--- src/rtl/sva_pkg.sv ---
// ----------------------------------------------------------------------------
// sva_pkg: shared constants and types for the statevector gate unit
// Store geometry, function and status codes, and the controller/datapath
// command and status words.
// ----------------------------------------------------------------------------
package sva_pkg;

	localparam int MAX_QUBITS = 10;
	localparam int AMP_WIDTH  = 16;
	localparam int FRAC_BITS  = AMP_WIDTH - 2;
	localparam int ADDR_W     = MAX_QUBITS;
	localparam int STORE_DEPTH = 1 << MAX_QUBITS;
	localparam int INDEX_W    = 10;
	localparam int QUBIT_W    = 4;
	localparam int FUNC_W     = 3;
	localparam int STATUS_W   = 2;
	localparam int MAT_DEPTH  = 16;
	localparam int MAT_AW     = 4;
	localparam int CPLX_W     = 2 * AMP_WIDTH;

	// function codes
	localparam logic [FUNC_W-1:0] FUNC_WR_MAT = 3'd0;
	localparam logic [FUNC_W-1:0] FUNC_WR_AMP = 3'd1;
	localparam logic [FUNC_W-1:0] FUNC_GATE1  = 3'd2;
	localparam logic [FUNC_W-1:0] FUNC_GATE2  = 3'd3;
	localparam logic [FUNC_W-1:0] FUNC_RD_AMP = 3'd4;

	// status codes
	localparam logic [STATUS_W-1:0] ST_OK        = 2'd0;
	localparam logic [STATUS_W-1:0] ST_BAD_QUBIT = 2'd1;
	localparam logic [STATUS_W-1:0] ST_EQ_QUBIT  = 2'd2;
	localparam logic [STATUS_W-1:0] ST_BAD_ADDR  = 2'd3;

	// controller to datapath
	typedef struct packed {
		logic       load;
		logic       wr_mat;
		logic       wr_amp;
		logic       rd_idx;
		logic       cap_rd;
		logic       grp_clr;
		logic       grp_inc;
		logic       rd_grp;
		logic       cap_old;
		logic       mat_rd;
		logic       clr_acc;
		logic       mul;
		logic       acc;
		logic       wr_res;
		logic       done;
		logic [1:0] k;
		logic [1:0] c;
		logic [1:0] r;
	} cmd_t;

	// datapath to controller
	typedef struct packed {
		logic [FUNC_W-1:0] func;
		logic              err;
		logic              two;
		logic              last_grp;
	} stat_t;

endpackage

--- src/rtl/sva_ctrl.sv ---
// ----------------------------------------------------------------------------
// sva_ctrl: sequencer for the statevector gate unit
// Decodes each word and steps the datapath through load, multiply-accumulate
// and write-back for every amplitude group of a gate.
// ----------------------------------------------------------------------------
module sva_ctrl (
	input  logic           clk,
	input  logic           arst_n,
	input  logic           start,
	output logic           busy,
	input  sva_pkg::stat_t stat,
	output sva_pkg::cmd_t  cmd
);

	localparam logic [3:0] S_IDLE  = 4'd0;
	localparam logic [3:0] S_DEC   = 4'd1;
	localparam logic [3:0] S_RWAIT = 4'd2;
	localparam logic [3:0] S_LRD   = 4'd3;
	localparam logic [3:0] S_LCAP  = 4'd4;
	localparam logic [3:0] S_MRD   = 4'd5;
	localparam logic [3:0] S_MMUL  = 4'd6;
	localparam logic [3:0] S_MACC  = 4'd7;
	localparam logic [3:0] S_MWR   = 4'd8;
	localparam logic [3:0] S_DONE  = 4'd9;

	logic [3:0] state_q, state_d;
	logic [1:0] k_q, k_d, c_q, c_d, r_q, r_d;
	logic [1:0] m_last;

	// last index within a group: pair or quadruple
	assign m_last = stat.two ? 2'd3 : 2'd1;
	assign busy   = (state_q != S_IDLE);

	// next state and commands
	always_comb begin
		state_d = state_q;
		k_d     = k_q;
		c_d     = c_q;
		r_d     = r_q;
		cmd     = '0;
		cmd.k   = k_q;
		cmd.c   = c_q;
		cmd.r   = r_q;
		unique case (state_q)
			S_IDLE: begin
				if (start) begin
					cmd.load = 1'b1;
					state_d  = S_DEC;
				end
			end
			S_DEC: begin
				k_d = '0;
				c_d = '0;
				r_d = '0;
				state_d = S_DONE;
				if (!stat.err) begin
					unique case (stat.func)
						sva_pkg::FUNC_WR_MAT: cmd.wr_mat = 1'b1;
						sva_pkg::FUNC_WR_AMP: cmd.wr_amp = 1'b1;
						sva_pkg::FUNC_RD_AMP: begin
							cmd.rd_idx = 1'b1;
							state_d    = S_RWAIT;
						end
						sva_pkg::FUNC_GATE1, sva_pkg::FUNC_GATE2: begin
							cmd.grp_clr = 1'b1;
							state_d     = S_LRD;
						end
						default: state_d = S_DONE;
					endcase
				end
			end
			S_RWAIT: begin
				cmd.cap_rd = 1'b1;
				state_d    = S_DONE;
			end
			S_LRD: begin
				cmd.rd_grp = 1'b1;
				state_d    = S_LCAP;
			end
			S_LCAP: begin
				cmd.cap_old = 1'b1;
				if (k_q == m_last) begin
					k_d     = '0;
					state_d = S_MRD;
				end else begin
					k_d     = k_q + 2'd1;
					state_d = S_LRD;
				end
			end
			S_MRD: begin
				cmd.mat_rd  = 1'b1;
				cmd.clr_acc = (c_q == 2'd0);
				state_d     = S_MMUL;
			end
			S_MMUL: begin
				cmd.mul = 1'b1;
				state_d = S_MACC;
			end
			S_MACC: begin
				cmd.acc = 1'b1;
				if (c_q == m_last) begin
					c_d     = '0;
					state_d = S_MWR;
				end else begin
					c_d     = c_q + 2'd1;
					state_d = S_MRD;
				end
			end
			S_MWR: begin
				cmd.wr_res = 1'b1;
				if (r_q == m_last) begin
					r_d = '0;
					if (stat.last_grp) begin
						state_d = S_DONE;
					end else begin
						cmd.grp_inc = 1'b1;
						state_d     = S_LRD;
					end
				end else begin
					r_d     = r_q + 2'd1;
					state_d = S_MRD;
				end
			end
			S_DONE: begin
				cmd.done = 1'b1;
				state_d  = S_IDLE;
			end
			default: state_d = S_IDLE;
		endcase
	end

	// state and counters
	always_ff @(posedge clk or negedge arst_n) begin
		if (!arst_n) begin
			state_q <= S_IDLE;
			k_q     <= '0;
			c_q     <= '0;
			r_q     <= '0;
		end else begin
			state_q <= state_d;
			k_q     <= k_d;
			c_q     <= c_d;
			r_q     <= r_d;
		end
	end

`ifndef NO_ASSERTIONS
	a_idle_counters: assert property (@(posedge clk) disable iff (!arst_n)
		(state_q == S_IDLE) |-> (k_q == 2'd0 && c_q == 2'd0 && r_q == 2'd0))
		else $error("group counters not cleared in idle");
	a_wr_after_acc: assert property (@(posedge clk) disable iff (!arst_n)
		(state_q == S_MWR) |-> $past(state_q == S_MACC))
		else $error("write-back without full accumulation");
	a_load_decode: assert property (@(posedge clk) disable iff (!arst_n)
		cmd.load |=> (state_q == S_DEC))
		else $error("accepted word not decoded");
`endif

endmodule

--- config.mk ---
export PLATFORM = sky130hd
export DESIGN_NAME = sva_ctrl
export DESIGN_NICKNAME = d
export VERILOG_FILES = /design/src/rtl/sva_pkg.sv /design/src/rtl/sva_ctrl.sv
export SDC_FILE = /design/constraint.sdc
export NUM_CORES = 1
export LEC_CHECK = 0
export ABC_AREA = 1
export BUFFER_PORTS_ARGS = -buffer_cell sky130_fd_sc_hd__buf_2
export CORE_MARGIN = 2
export CORE_UTILIZATION = 47
export DETAILED_ROUTE_END_ITERATION = 12
export PLACE_DENSITY = 0.76
export SETUP_SLACK_MARGIN = 0.5
export SLEW_MARGIN = 25
export SYNTH_ARGS = -nofsm -noshare
export SYNTH_HDL_FRONTEND = slang
export SYNTH_SLANG_ARGS = --single-unit
--- constraint.sdc ---
create_clock -name clk -period 1.3 [get_ports clk]
set_input_delay 0.13 -clock clk [delete_from_list [all_inputs] [get_ports clk]]
set_output_delay 0.13 -clock clk [all_outputs]
set_load 0.005 [all_outputs]
Word-level counts from Yosys, hierarchy flattened. Index checks and enable logic that the tools add are counted.

Add/sub/neg operators: 3. Multipliers: 0. Divide/modulo/power cells: 0. Magnitude comparators: 0. Equal/unequal tests: 17. Shift-type cells: 0. Muxes and demuxes: 36. Bitwise operators: 0. Reductions and logical operators: 8.

Operators with widths (number): $pmux W4 S9 (1); $mux W4 (5); $mux W1 (18); $eq A4 B3 Y1 const B (4); $pmux W2 S2 (3); $mux W2 (5); $mux W3 (3); $eq A4 B2 Y1 const B (2); $eq A4 B4 Y1 const B (2); $pmux W4 S2 (1); $add A2 B1 Y2 const B (3); $eq A2 B2 Y1 (3); $eq A3 B2 Y1 const B (2); $reduce_bool A2 Y1 (3); $eq A4 B1 Y1 const B (1); $logic_not A4 Y1 (1); $reduce_bool A4 Y1 (1); $eq A3 B1 Y1 const B (1); $eq A3 B3 Y1 const B (1); $logic_not A3 Y1 (1); $logic_not A2 Y1 (1); $ne A2 B2 Y1 const B (1); $reduce_or A2 Y1 (1).

Register bits after elaboration: 10. Bits in latches: 0. Memory bits (writable): 0. ROM bits: 0. Bits of input ports: 9. Output and inout port bits: 22. Logic and storage cells: 68. Memories kept: 0.

Longest topological paths before layout.
Depth in word-level cells: 5. Depth in mapped cells: 7. Gate-level depth less buffers: 7.

Worst setup path after synthesis. Ideal clock, no wire load.

Path type: flip-flop to output port. From: register state_q[1]. To: output cmd[18] (netlist bit). Data arrival time: 0.981 ns. Slack: 0.189 ns. Stages on the path, launching flop included: 6. Cells stage by stage: dfrtp_1 -> inv_2 -> nand2_4 -> nor2_8 -> nand2_2 -> nor3b_2.

RTL lines: start, declared (RTL line sva_ctrl.sv:26) `logic [3:0] state_q, state_d;`; start signal, assigned (RTL line sva_ctrl.sv:140) `state_q <= state_d;`; end, declared (RTL line sva_ctrl.sv:12) `output sva_pkg::cmd_t cmd`.

==> results.md <==
- Setup repair after global routing missed its margin: true
- Avg Inst Size Synth: 6.680 um^2
- Required time of the critical path: 1.17 ns
- Most frequent cell on the critical path: nand2_2
- Post-DRT Antenna Nets: 0
- Highest metal layer with signal wires: met4
- Violated checks: negative setup slack
- Detailed-routing wirelength on met1: 1242 um
- Sum of net half-perimeters after detailed placement: 1583 um
- Die span in y: 44.95 um
- Worst setup slack after placement: 0.03181 ns
- Arrival time worst endpoint: 1.44 ns
- Number of synthesized flops with an enable pin: 0
- Crit path setup slack, layout: -0.2663 ns
- Fraction of final layout cells sized beyond drive strength 1: 0.5810
- Placer congestion estimate: 0.8454
- Starting utilization of the core area: 0.5114
- Path category of the worst min-delay check: in -> reg
- Standard-cell rows: 14
- Number of max-slew violations in the final report: 0
- Achievable Freq: 638.5 MHz
- Vias after detailed routing: 1087
- Peak supply drop: 1.416 mV
- Wirelength, routed: 3240 um
- Number of violations of the max-capacitance limit: 0
- Biggest fanout along the worst timing path: 3
- Largest net degree at the start of global routing: 11
- Number of buffers added on ports: 30
- Synth Cell Area: 788.3 um^2
- Kind of start point of the critical path: flip-flop
- Cell total after placement: 165
- Setup crit end kind: output port
- Clock latency on the worst-skew pair: 0.28 ns
- Synth-to-layout area growth: 76.98%
- Count of state elements after synthesis: 10
- Sequential cell area fraction in the yosys report: 0.3175
- Worst path slowest cell: dfrtp_1
- Area of all placed cells without fillers: 0.001395 mm^2
- Via density: 5.574
- Count of buffer and inverter cells on the critical path: 2
- Number of search-and-repair iterations in the first detailed-routing pass: 4
- Result of the run: finished with violations
- Number of violations reported at the end of detailed-routing iteration 0: 56
- I/O pin count: 31
- Clock Skews: 0.006069 ns
- Library cell used as clock root buffer: clkbuf_4
- Grt total ovfl: 0
- Total Power: 3.006 mW
- Net Count, Synth: 128
- Antenna Diode Count: 0
- Area of the die: 0.002021 mm^2
- Fraction of the cycle the final worst path needs: 1.205
- Die width: 44.95 um
- Non-Filler Instances: 195
- Number of distinct library cell variants in the gate-level netlist after synthesis: 21
- Primary flip-flop cell chosen by synthesis mapping: dfrtp_1
- Synth Warn #: 0
- Minimum period implied by the final worst setup slack: 1.566 ns
- GRT Total Usage: 0.2875
- Power per cell area: 2155 mW/mm^2
- Crit path largest cell delay: 0.42 ns
- Worst slew pin tran: 0.2689 ns
- Cell-by-cell listing of the critical path: inv_2, nand2_2, nor2_4, nand2_2, nor2_2, buf_2
- Clock sink count: 10
- Antenna violations before repair: 0
- Number of nets in the layout: 190
- Sum of met3 wire segment lengths after detailed routing: 166 um
- Async SR Flop Fraction: 1.000
- Number of buffers between clock root and the deepest sink: 2
- Normalized max-slew margin: 0.8207
- Via count of the first global-routing pass: 954
- Leakage power figure: 0.7718 nW
- Endpoints failing hold: 0
- Final Setup Violations: 20
- Clock tree from TritonCTS: built
- CTS buffer count: 3
- WS Path Type: reg -> out
- Wire length of the first global-routing pass: 4167 um
- Top cell family by delay on the critical path: simple AND/OR/NAND/NOR gates
- Maximum level of the CTS H-tree: 1
- Met2 WL: 1680 um
- Core Util, Final: 0.9050
- Post-Place Cell Area: 991.0 um^2
- Clock input transition at the sequential cells of the worst setup and hold paths: 0.08 ns
- Post-Synthesis Cells: 118
- Core area: 0.001541 mm^2
- Number of remaining DRC errors: 0
- Average wire per cell in the routed design: 16.62 um
[layout by cell type (no fill, tap or decap), types with 2 or more instances in the layout]
cell type / synthesis / layout
buf_2: 0 / 30
nand2_1: 33 / 28
buf_4: 0 / 16
inv_1: 16 / 13
nor2_1: 20 / 11
dfrtp_1: 10 / 9
buf_6: 0 / 9
nor2_4: 3 / 8
nand2_4: 3 / 7
nand3_1: 11 / 6
inv_2: 5 / 5
nor2_2: 1 / 5
nand3_2: 0 / 4
nand2_2: 4 / 4
clkbuf_4: 0 / 3
inv_4: 0 / 2
nor3b_2: 1 / 2
a21oi_1: 2 / 2
[cells in the mapped netlist, types with 2 or more instances]
library cell / instances / share of area
a21oi_1: 2 / 0.013
dfrtp_1: 10 / 0.32
inv_1: 16 / 0.076
inv_2: 5 / 0.024
nand2_1: 33 / 0.16
nand2_2: 4 / 0.032
nand2_4: 3 / 0.043
nand3_1: 11 / 0.070
nor2_1: 20 / 0.095
nor2_4: 3 / 0.043
[per-layer routing]
metal / up-vias / GRT usage
li1: 485 / -
met1: 507 / 0.3333
met2: 76 / 0.5229
met3: 19 / 0.02800
met4: 0 / 0.1353
met5: - / 0
[power breakdown]
part           leakage, nW  switching, mW  total (mW)  internal [mW]
logic                0.619           1.18        2.15          0.970
registers            0.132          0.130       0.550          0.420
clock network       0.0210          0.139       0.309          0.171
total                0.772           1.45        3.01           1.56
[through the flow]
stage / TNS [ns] / hold slack, ns
2_1_floorplan: 0 / -0.1656
3_5_place_dp: 0 / 0.008795
6_report: -2.589 / 0.1776
4_1_cts: -1.355 / 0.1387
5_1_grt: -3.193 / 0.1987
3_3_place_gp: 0 / 0.01227
[worst reg2reg max path: stages, from the launching register on]
cell     delay, ns
dfrtp_1       0.41
buf_4         0.15
nand2_2       0.14
nor2_4        0.07
buf_6         0.12
buf_4         0.14
nand2_1       0.06
nand2_1       0.06
nor2_1        0.14
nand2_1       0.10
[layout make-up]
class	instances	area, um^2
tap	16	20.02
clock buffer	4	36.28
sequential	10	251.5
multi-input combinational	87	594.3
fill	64	146.4
inverter	21	91.34
timing repair buffer	57	401.6
[final timing paths]
kind	slack, ns	start	to	cells after the start
worst max-delay path	-0.27	state_q[2]	cmd[14]	6
max in group asynchronous	0.83	arst_n	state_q[0]	2
worst min register to register	0.60	r_q[0]	r_q[0]	1
min in group asynchronous	0.24	arst_n	state_q[1]	2
worst max register to register	-0.21	state_q[3]	state_q[2]	9
worst min-delay path	0.18	start	state_q[0]	5
[kinds of logic (layout without fill, tap and decap cells)]
| group | after synthesis | in the layout | share of synthesized area |
|---|---|---|---|
| simple gates | 79 | 79 | 0.5111 |
| buf+inv | 21 | 82 | 0.1000 |
| flops | 10 | 10 | 0.3175 |
| compound gates | 6 | 6 | 0.04444 |
| fa+ha+maj | 1 | 1 | 0.01587 |
| xor+xnor | 1 | 1 | 0.01111 |
[registers in the layout, summed over array words and instances (netlist names)]
register,flops
c_q,2
k_q,2
r_q,2
state_q,4
[repair_timing]
action                                  CTS  global route
gates resized for setup                  22            21
hold buffers                              1             0
pin swaps                                11             4
hold endpoints to repair                 10             0
endpoints found under the setup margin   32            32
setup buffers                            18             7
Note: power is estimated with default switching activity, not from simulation.
